**src/sv/bsfe_pkg.sv**
```systemverilog
package bsfe_pkg;

   typedef enum logic [1:0] {
      CMD_BSF   = 2'd0,
      CMD_BSR   = 2'd1,
      CMD_BEXTR = 2'd2
   } cmd_type;

   typedef enum logic [1:0] {
      SIZE_16 = 2'd0,
      SIZE_32 = 2'd1,
      SIZE_64 = 2'd2
   } size_type;

   localparam int unsigned DATA_W  = 64;
   localparam int unsigned INDEX_W = 6;
   localparam int unsigned WIDTH_W = 7;

   localparam logic [DATA_W-1:0] MASK_16 = 64'h0000_0000_0000_FFFF;
   localparam logic [DATA_W-1:0] MASK_32 = 64'h0000_0000_FFFF_FFFF;
   localparam logic [DATA_W-1:0] MASK_64 = 64'hFFFF_FFFF_FFFF_FFFF;

   // after decode: masked operand, extract window
   typedef struct packed {
      logic                cmd_ok;
      cmd_type             cmd;
      logic [DATA_W-1:0]   operand;
      logic [DATA_W-1:0]   scan_vec;
      logic                scan_zero;
      logic [DATA_W-1:0]   second;
      logic [INDEX_W-1:0]  start;
      logic [WIDTH_W-1:0]  width;
      logic                ext_zero;
   } s1_type;

   // after bit search and field shift
   typedef struct packed {
      logic                cmd_ok;
      cmd_type             cmd;
      logic                scan_zero;
      logic [DATA_W-1:0]   second;
      logic [INDEX_W-1:0]  idx;
      logic [DATA_W-1:0]   field;
   } s2_type;

   // final result
   typedef struct packed {
      logic                cmd_ok;
      cmd_type             cmd;
      logic [DATA_W-1:0]   result;
      logic                zero_flag;
      logic                parity_flag;
   } s3_type;

endpackage

```
**src/sv/bsfe_req_if.sv**
```systemverilog
interface bsfe_req_if;
   logic        valid;
   logic        ready;
   logic [1:0]  cmd;
   logic [63:0] operand;
   logic [63:0] second_operand;
   logic [1:0]  size_sel;

   modport source (output valid, cmd, operand, second_operand, size_sel, input ready);
   modport sink   (input valid, cmd, operand, second_operand, size_sel, output ready);
endinterface

```
**src/sv/bsfe_rsp_if.sv**
```systemverilog
interface bsfe_rsp_if;
   logic        valid;
   logic        ready;
   logic [63:0] result;
   logic        zero_flag;
   logic        parity_flag;

   modport source (output valid, result, zero_flag, parity_flag, input ready);
   modport sink   (input valid, result, zero_flag, parity_flag, output ready);
endinterface

```
**src/sv/bsfe_scan.sv**
```systemverilog
module bsfe_scan (
   input  logic [bsfe_pkg::DATA_W-1:0]  vec,
   output logic [bsfe_pkg::INDEX_W-1:0] idx
);
   import bsfe_pkg::*;

   localparam int unsigned GROUPS = 8;
   localparam int unsigned GBITS  = DATA_W / GROUPS;

   logic [GROUPS-1:0] group_any;
   logic [2:0]        group_low [GROUPS];
   logic [2:0]        group_sel;

   // lowest set bit inside each byte
   always_comb begin
      for (int g = 0; g < GROUPS; g++) begin
         group_any[g] = |vec[g*GBITS +: GBITS];
         group_low[g] = 3'd0;
         for (int b = GBITS - 1; b >= 0; b--) begin
            if (vec[g*GBITS + b]) begin
               group_low[g] = 3'(b);
            end
         end
      end
   end

   // lowest byte that holds a set bit
   always_comb begin
      group_sel = 3'd0;
      for (int g = GROUPS - 1; g >= 0; g--) begin
         if (group_any[g]) begin
            group_sel = 3'(g);
         end
      end
   end

   assign idx = {group_sel, group_low[group_sel]};

endmodule

```
**src/sv/bit_scan_and_field_extract_unit.sv**
```systemverilog
// bit scan forward / reverse and bit field extract
// a request passes through the registered stages decode, search and shift, result select in turn
// throughput: one request per cycle, sustained, as long as rsp is taken
// a stalled result holds the whole pipeline in place; nothing is dropped
// reset (synchronous, active high) clears the three stage valid bits only
module bit_scan_and_field_extract_unit (
   input  logic       clock,
   input  logic       reset,
   bsfe_req_if.sink   req_ch,
   bsfe_rsp_if.source rsp_ch
);
   import bsfe_pkg::*;

   // stage valid bits and payload registers
   logic   s1_valid_ff, s2_valid_ff, s3_valid_ff;
   s1_type s1_ff, s1_in;
   s2_type s2_ff, s2_in;
   s3_type s3_ff, s3_in;

   // a stage may load when it is empty or its content moves on
   logic s1_ready, s2_ready, s3_ready;

   assign s3_ready     = !s3_valid_ff || rsp_ch.ready;
   assign s2_ready     = !s2_valid_ff || s3_ready;
   assign s1_ready     = !s1_valid_ff || s2_ready;
   assign req_ch.ready = s1_ready;

   // ---------------- stage 1: decode ----------------
   // operand size mask, zero test of masked operand, extract window
   logic [DATA_W-1:0]  masked;
   logic [7:0]         size_bits;
   logic [7:0]         ext_start;
   logic [7:0]         ext_len;
   logic [WIDTH_W-1:0] room;
   logic               start_oob;

   always_comb begin
      case (size_type'(req_ch.size_sel))
         SIZE_16: begin
            masked    = req_ch.operand & MASK_16;
            size_bits = 8'd16;
         end
         SIZE_32: begin
            masked    = req_ch.operand & MASK_32;
            size_bits = 8'd32;
         end
         default: begin
            // 64 bits, also the unused selector code
            masked    = req_ch.operand & MASK_64;
            size_bits = 8'd64;
         end
      endcase

      ext_start = req_ch.second_operand[7:0];
      ext_len   = req_ch.second_operand[15:8];
      start_oob = ext_start >= size_bits;
      // only meaningful when start is in range, then 1..64
      room      = WIDTH_W'(size_bits - ext_start);

      s1_in.cmd       = cmd_type'(req_ch.cmd);
      s1_in.cmd_ok    = 1'b1;
      case (cmd_type'(req_ch.cmd))
         CMD_BSF, CMD_BSR, CMD_BEXTR: s1_in.cmd_ok = 1'b1;
         default:                     s1_in.cmd_ok = 1'b0;
      endcase
      s1_in.operand   = req_ch.operand;
      s1_in.scan_zero = (masked == '0);
      // reverse scan becomes a forward scan on the mirrored word
      for (int i = 0; i < DATA_W; i++) begin
         s1_in.scan_vec[i] = (cmd_type'(req_ch.cmd) == CMD_BSR) ?
                             masked[DATA_W-1-i] : masked[i];
      end
      s1_in.second    = req_ch.second_operand;
      s1_in.start     = ext_start[INDEX_W-1:0];
      s1_in.width     = (ext_len < {1'b0, room}) ? ext_len[WIDTH_W-1:0] : room;
      s1_in.ext_zero  = start_oob || (ext_len == 8'd0);
   end

   // ---------------- stage 2: search and shift ----------------
   logic [INDEX_W-1:0] tz_idx;
   logic [DATA_W-1:0]  field_mask;

   bsfe_scan u_scan (
      .vec (s1_ff.scan_vec),
      .idx (tz_idx)
   );

   always_comb begin
      // shift by the full width yields zero, so width 64 gives all ones
      field_mask      = ~(MASK_64 << s1_ff.width);
      s2_in.cmd_ok    = s1_ff.cmd_ok;
      s2_in.cmd       = s1_ff.cmd;
      s2_in.scan_zero = s1_ff.scan_zero;
      s2_in.second    = s1_ff.second;
      // mirrored search: highest index is 63 minus the count
      s2_in.idx       = (s1_ff.cmd == CMD_BSR) ? ~tz_idx : tz_idx;
      s2_in.field     = s1_ff.ext_zero ? '0 :
                        ((s1_ff.operand >> s1_ff.start) & field_mask);
   end

   // ---------------- stage 3: result select and flags ----------------
   always_comb begin
      s3_in.cmd_ok      = s2_ff.cmd_ok;
      s3_in.cmd         = s2_ff.cmd;
      s3_in.result      = '0;
      s3_in.zero_flag   = 1'b0;
      s3_in.parity_flag = 1'b0;
      if (s2_ff.cmd_ok) begin
         case (s2_ff.cmd)
            CMD_BSF, CMD_BSR: begin
               if (s2_ff.scan_zero) begin
                  // zero source: second operand passes through
                  s3_in.result      = s2_ff.second;
                  s3_in.zero_flag   = 1'b1;
                  s3_in.parity_flag = 1'b1;
               end else begin
                  s3_in.result      = {{(DATA_W-INDEX_W){1'b0}}, s2_ff.idx};
                  s3_in.parity_flag = ~^s2_ff.idx;
               end
            end
            CMD_BEXTR: begin
               s3_in.result    = s2_ff.field;
               s3_in.zero_flag = (s2_ff.field == '0);
            end
            default: begin
               s3_in.result = '0;
            end
         endcase
      end
   end

   // ---------------- pipeline registers ----------------
   always_ff @(posedge clock) begin
      if (reset) begin
         s1_valid_ff <= 1'b0;
         s2_valid_ff <= 1'b0;
         s3_valid_ff <= 1'b0;
      end else begin
         if (s1_ready) s1_valid_ff <= req_ch.valid;
         if (s2_ready) s2_valid_ff <= s1_valid_ff;
         if (s3_ready) s3_valid_ff <= s2_valid_ff;
      end
   end

   always_ff @(posedge clock) begin
      if (s1_ready) s1_ff <= s1_in;
      if (s2_ready) s2_ff <= s2_in;
      if (s3_ready) s3_ff <= s3_in;
   end

   // output register drives the response channel
   assign rsp_ch.valid       = s3_valid_ff;
   assign rsp_ch.result      = s3_ff.result;
   assign rsp_ch.zero_flag   = s3_ff.zero_flag;
   assign rsp_ch.parity_flag = s3_ff.parity_flag;

   // ---------------- assertions ----------------
   // a nonzero scan returns an index below 64
   a_scan_index: assert property (@(posedge clock) disable iff (reset)
      (s3_valid_ff && s3_ff.cmd_ok && (s3_ff.cmd == CMD_BSF || s3_ff.cmd == CMD_BSR)
       && !s3_ff.zero_flag) |-> (s3_ff.result[DATA_W-1:INDEX_W] == '0))
      else $error("scan index out of range");

   // extract never sets parity
   a_extract_pf: assert property (@(posedge clock) disable iff (reset)
      (s3_valid_ff && s3_ff.cmd_ok && s3_ff.cmd == CMD_BEXTR) |-> !s3_ff.parity_flag)
      else $error("extract produced parity flag");

   // a zero scan always reports parity even
   a_scan_zero_pf: assert property (@(posedge clock) disable iff (reset)
      (s3_valid_ff && s3_ff.cmd_ok && (s3_ff.cmd == CMD_BSF || s3_ff.cmd == CMD_BSR)
       && s3_ff.zero_flag) |-> s3_ff.parity_flag)
      else $error("zero scan without parity flag");

   // middle stage holds while the output is stalled
   a_s2_hold: assert property (@(posedge clock) disable iff (reset)
      (s2_valid_ff && s3_valid_ff && !rsp_ch.ready) |=> (s2_valid_ff && $stable(s2_ff)))
      else $error("stage 2 lost data during stall");

endmodule

```
**src/flat_wrapper.sv**
```systemverilog
// flat-port wrapper written by rule: the top's interface ports become plain ports
module bit_scan_and_field_extract_unit_flat import bsfe_pkg::*;
  (clock, reset, req_ch_valid, req_ch_cmd, req_ch_operand, req_ch_second_operand, req_ch_size_sel, req_ch_ready, rsp_ch_valid, rsp_ch_result, rsp_ch_zero_flag, rsp_ch_parity_flag, rsp_ch_ready);
  bsfe_req_if req_ch_i ();
  bsfe_rsp_if rsp_ch_i ();
  input  logic clock;
  input  logic reset;
  input wire logic [$bits(req_ch_i.valid)-1:0] req_ch_valid;
  input wire logic [$bits(req_ch_i.cmd)-1:0] req_ch_cmd;
  input wire logic [$bits(req_ch_i.operand)-1:0] req_ch_operand;
  input wire logic [$bits(req_ch_i.second_operand)-1:0] req_ch_second_operand;
  input wire logic [$bits(req_ch_i.size_sel)-1:0] req_ch_size_sel;
  output wire logic [$bits(req_ch_i.ready)-1:0] req_ch_ready;
  output wire logic [$bits(rsp_ch_i.valid)-1:0] rsp_ch_valid;
  output wire logic [$bits(rsp_ch_i.result)-1:0] rsp_ch_result;
  output wire logic [$bits(rsp_ch_i.zero_flag)-1:0] rsp_ch_zero_flag;
  output wire logic [$bits(rsp_ch_i.parity_flag)-1:0] rsp_ch_parity_flag;
  input wire logic [$bits(rsp_ch_i.ready)-1:0] rsp_ch_ready;
  assign req_ch_i.valid = req_ch_valid;
  assign req_ch_i.cmd = req_ch_cmd;
  assign req_ch_i.operand = req_ch_operand;
  assign req_ch_i.second_operand = req_ch_second_operand;
  assign req_ch_i.size_sel = req_ch_size_sel;
  assign req_ch_ready = req_ch_i.ready;
  assign rsp_ch_valid = rsp_ch_i.valid;
  assign rsp_ch_result = rsp_ch_i.result;
  assign rsp_ch_zero_flag = rsp_ch_i.zero_flag;
  assign rsp_ch_parity_flag = rsp_ch_i.parity_flag;
  assign rsp_ch_i.ready = rsp_ch_ready;
  bit_scan_and_field_extract_unit u_core (.clock(clock), .reset(reset), .req_ch(req_ch_i), .rsp_ch(rsp_ch_i));
endmodule
```
**config.mk**
```make
export PLATFORM = sky130hd
export DESIGN_NAME = bit_scan_and_field_extract_unit_flat
export DESIGN_NICKNAME = d
export VERILOG_FILES = /design/src/sv/bsfe_pkg.sv /design/src/sv/bsfe_req_if.sv /design/src/sv/bsfe_rsp_if.sv /design/src/sv/bsfe_scan.sv /design/src/sv/bit_scan_and_field_extract_unit.sv /design/src/flat_wrapper.sv
export SDC_FILE = /design/constraint.sdc
export NUM_CORES = 1
export LEC_CHECK = 0
export CAP_MARGIN = 5
export CORE_UTILIZATION = 50
export DETAILED_ROUTE_END_ITERATION = 7
export DONT_BUFFER_PORTS = 1
export MAX_ROUTING_LAYER = met4
export PLACE_DENSITY_LB_ADDON = 0.05
export SLEW_MARGIN = 0
export SYNTH_ARGS = -nofsm -noshare
export SYNTH_HDL_FRONTEND = slang
export SYNTH_HIERARCHICAL = 1
export SYNTH_SLANG_ARGS = --single-unit
```
**constraint.sdc**
```tcl
create_clock -name clock -period 8.9 [get_ports clock]
set_input_delay 1.78 -clock clock [delete_from_list [all_inputs] [get_ports clock]]
set_output_delay 1.78 -clock clock [all_outputs]
set_load 0.1 [all_outputs]
```
==> results of run 1 <==
## state kept, by name, indices dropped and copies added (netlist names)
| name | flops |
|---|---|
| u_core/rsp_ch.result | 64 |
| u_core/s2_valid_ff | 1 |
| u_core/rsp_ch.parity_flag | 1 |
| u_core/s1_ff | 204 |
| u_core/s2_ff | 138 |
| u_core/rsp_ch.valid | 1 |
| u_core/rsp_ch.zero_flag | 1 |
| u_core/s1_valid_ff | 1 |
## area by class of cell
cell class,count,area [um^2],share of cell area [%]
sequential,411,12300,53.4
multi-input combinational,1166,8310,36.1
clock buffer,52,1130,4.91
tap,539,674,2.93
timing repair buffer,28,223,0.966
clock inverter,26,219,0.950
inverter,45,176,0.766
## routing by layer
metal	track usage (%)	part of all wire [%]
met5	-	0
met2	52.5	49
met1	39.0	39
met3	6.06	6.9
met4	14.5	4.8
## stage by stage
step	worst slack, ps	hold WS, ps	std cells	power [mW]	area, um^2
3_5_place_dp	3870	405	2189	3.06	21700
6_report	4380	414	2267	4.75	23000
4_1_cts	4390	414	2267	4.78	23000
3_3_place_gp	3990	401	2189	3.06	21700
2_1_floorplan	216	400	1739	2.84	21400
5_1_grt	4270	415	2267	4.90	23000
## synthesized netlist by cell type (12+ instances only)
master    count  area share (%)
a211oi_1     38             1.3
a21oi_1      63             1.5
a221oi_1     12            0.49
a22oi_1      70             2.5
buf_2        19            0.44
buf_4        15            0.53
clkbuf_1     65             1.1
edfxtp_1    408              57
ha_1         12            0.70
inv_1        43            0.76
mux2_2       37             1.9
mux2i_1      90             4.2
mux4_2       52             5.5
nand2_1     178             3.1
nand3_1      52             1.2
nor2_1      132             2.3
nor3_1       41            0.96
nor4_1       49             1.4
o21a_1       12            0.42
o21ai_0     106             2.5
o22ai_1      17            0.50
xnor2_1      14            0.57
## how the worst max path moves through the flow
stage,start,to,slack (ps),depth (start not counted)
after floorplan,rsp_ch_ready,req_ch_ready,220,3
after global placement,req_ch_size_sel[1],u_core/s1_ff[1]$_DFFE_PP_,3990,11
after detailed placement,req_ch_size_sel[1],u_core/s1_ff[1]$_DFFE_PP_,3870,11
after CTS,rsp_ch_ready,req_ch_ready,4390,3
after global routing,req_ch_size_sel[1],u_core/s1_ff[2]$_DFFE_PP_,4270,11
final,rsp_ch_ready,req_ch_ready,4380,3
## power by group
| group | internal (mW) | switching (mW) |
|---|---|---|
| combinational | 0.213 | 0.382 |
| sequential | 2.25 | 0.190 |
| clock | 0.973 | 0.745 |
## kinds of logic after synthesis
kind of cell | count (synthesis) | share of synthesized area, %
muxes | 186 | 12.4
buffers and inverters | 162 | 3.68
adders and majority gates | 12 | 0.702
and+or+nand+nor | 541 | 11.9
DFF | 411 | 57.6
xor gates and xnor gates | 16 | 0.656
AOI/OAI and AO/OA | 411 | 13.1
## worst max-delay path, cell delays in order
cell and delay, ps:
nor2b_1 200, and2_1 350, nand2_4 340
==> results_dict.tcl, run 1 <==
set metrics [dict create \
    first_iter_violations 1482 \
    period_minus_slack_ps 4520 \
    drive_above_1_share_pct 12.3 \
    clkTransAtPathRegs_ps 60 \
    async_flop_share_pct 0 \
    r2r-start "u_core/s1_ff[15]$_DFFE_PP_" \
    wl_per_cell_um 30.2 \
    synth-seq-cells 411 \
    numCtsBuffers 44 \
    die-area_mm2 0.0436 \
    cap_violations 0 \
    ios 204 \
    dieWidth_um 209 \
    fin_tns_setup_ps 0 \
    synth.distinct_cells 87 \
    first_global_vias 14665 \
    antenna_found_initial 0 \
    grt_pass1_wl_mm 99.3 \
    hold_depth 0 \
    clk_path_buf_depth 3 \
    coreArea_mm2 0.0420 \
    hold_buffers 0 \
    hold_class "flop to flop" \
    maxSlewHeadroom_pct 28.3 \
    yosys_warnings 6 \
    hpwl_mm 51.7 \
    clock_sinks 411 \
    p_leak_nw 8.46 \
    fillers 3525 \
    vias 15069 \
    wl_mm 68.5 \
    rows 75 \
    final_cell_mix "edfxtp_1, nand2_1, nor2_1, o21ai_0, mux2i_1" \
    hold_path_end "u_core/s2_ff[106]$_DFFE_PP_" \
    numPortBuffers 0 \
    post-route-period-util_pct 50.8 \
    synth_top_flop_cell "edfxtp_1" \
    worst_pin_slew_ps 1070 \
    grt_max_degree 137 \
    synthCells 1739 \
    cp_data_arrival_time_ps 2740 \
    cts_setup_buffers 0 \
    first_pass_iters 6 \
    worstSetupEndpointType "primary output" \
    final_util_pct 54.8 \
    crit_fanout 7 \
    final_common_cell "edfxtp_1" \
    grt_usage_pct 32.2 \
    synth_area_mm2 0.0214 \
    area_growth_syn_to_layout_pct 7.83 \
    gp_congestion 1.04 \
    clockRootBuffer "clkbuf_16" \
    yosysSeqAreaShare_pct 57.6 \
    initial_core_util_pct 50.8 \
    synth_edf_count 408 \
    syn_nets 1887 \
    peakVddDrop_v 0.000216 \
    grt_setup_unrepaired "no" \
    clkLatencyLatePin_ps 570 \
    ant_nets 0 \
    diodes 0 \
    syn_area_per_cell_um2 12.3 \
    nNetsFinal 1844 \
    path_class "input port to primary output" \
    hold_viol 0 \
    required_ps 7120 \
    post-route-drc-count 0 \
    viasPerCell 6.65 \
    gr-total-overflow 0 \
    hp-start "u_core/s1_ff[50]$_DFFE_PP_" \
    cts_max_level 2 \
    drv_slew 0 \
    r2r_end "u_core/s2_ff[7]$_SDFFCE_PP0P_" \
    fmax_mhz 221 \
    setup_violations 0 \
    reg2reg_depth 8 \
    cts_tree "built" \
    cts_resized 0 \
    die_h_um 209 \
    reg2reg_setup_slack_ps 5050 \
    power_density_mw_per_mm2 206 \
    critPathLaunchType "input port" \
    status "finished clean" \
    fin_skew_ps 13.2 \
]
Power figures use the tool's default switching activity.
==> run 2: changes to the inputs <==
clock period = 3.9 ns   (was 8.9 ns; I/O delays follow)
==> results_dict.tcl, run 2 (synthesized netlist as in run 1, its figures left out) <==
set metrics [dict create \
    fin_skew_ps 29.4 \
    power_density_mw_per_mm2 470 \
    hold_buffers 0 \
    dieWidth_um 209 \
    p_leak_nw 8.77 \
    final_cell_mix "edfxtp_1, nand2_1, nor2_1, o21ai_0, mux2i_1" \
    r2r_end "u_core/s2_ff[10]$_SDFFCE_PP0P_" \
    numPortBuffers 0 \
    total_power_mw 11.1 \
    ios 204 \
    nNetsFinal 1897 \
    cts_max_level 2 \
    post-route-drc-count 0 \
    critPathLaunchType "flop" \
    reg2reg_depth 8 \
    status "finished clean" \
    cts_tree "built" \
    r2r-start "u_core/s1_ff[15]$_DFFE_PP_" \
    worstSetupEndpointType "flop" \
    fin_tns_setup_ps 0 \
    coreArea_mm2 0.0420 \
    hold_class "input port to flop" \
    drive_above_1_share_pct 15.1 \
    crit_fanout 18 \
    ant_nets 0 \
    fmax_mhz 309 \
    cts_setup_buffers 0 \
    cts_resized 0 \
    required_ps 4200 \
    gr-total-overflow 0 \
    largest_reg_flops 204 \
    die-area_mm2 0.0436 \
    finalInstanceArea_mm2 0.0236 \
    hold_viol 0 \
    clkLatencyLatePin_ps 600 \
    clk_path_buf_depth 3 \
    wl_per_cell_um 30.7 \
    final_cells 2325 \
    first_iter_violations 1956 \
    numCtsBuffers 44 \
    antenna_found_initial 2 \
    die_h_um 209 \
    reg2reg_setup_slack_ps 660 \
    initial_core_util_pct 50.8 \
    path_class "flop to flop" \
    hold_depth 1 \
    dp_cells 2242 \
    gp_congestion 1.05 \
    hold_ws_ps 246 \
    post-route-period-util_pct 83.1 \
    peakVddDrop_v 0.000339 \
    hold_path_end "u_core/rsp_ch.valid$_SDFFE_PP0P_" \
    period_minus_slack_ps 3240 \
    grt_max_degree 139 \
    clockRootBuffer "clkbuf_16" \
    grt_usage_pct 33.6 \
    clock_sinks 411 \
    viasPerCell 6.69 \
    hpwl_mm 53.6 \
    first_pass_iters 8 \
    final_common_cell "edfxtp_1" \
    hp-start "reset" \
    dpl_cell_area_mm2 0.0222 \
    vias 15564 \
    grt_setup_unrepaired "no" \
    worst_pin_slew_ps 1140 \
    setup_violations 0 \
    top_register "u_core/s1_ff" \
    cp_data_arrival_time_ps 3540 \
    clkTransAtPathRegs_ps 60 \
    first_global_vias 14817 \
    wl_mm 71.3 \
    grt_pass1_wl_mm 103 \
    maxSlewHeadroom_pct 24.1 \
    area_growth_syn_to_layout_pct 10.5 \
    rows 75 \
    cap_violations 0 \
    drv_slew 0 \
]
## run 2: how the worst max path moves through the flow
stage                                startpoint                             end  slack [ps]  depth (start not counted)
6_report             u_core/s1_ff[15]$_DFFE_PP_  u_core/s2_ff[10]$_SDFFCE_PP0P_         660                          8
5_1_grt              u_core/s1_ff[15]$_DFFE_PP_  u_core/s2_ff[12]$_SDFFCE_PP0P_         500                          8
4_1_cts        u_core/rsp_ch.valid$_SDFFE_PP0P_                    req_ch_ready         670                          3
3_5_place_dp                 req_ch_size_sel[1]       u_core/s1_ff[4]$_DFFE_PP_         540                         11
3_3_place_gp                 req_ch_size_sel[1]       u_core/s1_ff[5]$_DFFE_PP_         590                         11
2_1_floorplan                req_ch_size_sel[1]       u_core/s1_ff[1]$_DFFE_PP_         190                         13
## run 2: layout make-up
class / count / area (um^2)
antenna: 3 / 7.51
clock buffer: 60 / 1230
clock inverter: 20 / 195
fill: 3490 / 18400
inverter: 45 / 175
multi-input combinational: 1166 / 8320
sequential: 411 / 12300
tap: 539 / 674
timing repair buffer: 81 / 708
## run 2: per-layer routing
layer	vias up	track usage, %	part of all wire [%]
met1	7682	41.8	40
met3	179	5.88	7.2
li1	6830	-	-
met4	0	16.4	5.6
met2	873	53.3	48
met5	-	-	0
## run 2: power by group
part	switching, mW	total, mW	internal [mW]
registers	0.474	5.61	5.13
logic	0.870	1.41	0.539
clock network	1.74	4.10	2.36
## run 2: metrics by stage
stage / setup slack [ps] / utilization (%)
3_5_place_dp: 541 / 52.8
4_1_cts: 673 / 56.2
6_report: 659 / 56.2
5_1_grt: 500 / 56.2
2_1_floorplan: 194 / -
3_3_place_gp: 593 / 52.8
## run 2: critical path: stages (launching register included)
cell and delay, ps:
edfxtp_1 710, buf_12 300, buf_4 160, inv_4 240
mux2i_1 470, mux2i_1 190, o21ai_2 330, o22ai_1 140
o31a_1 410
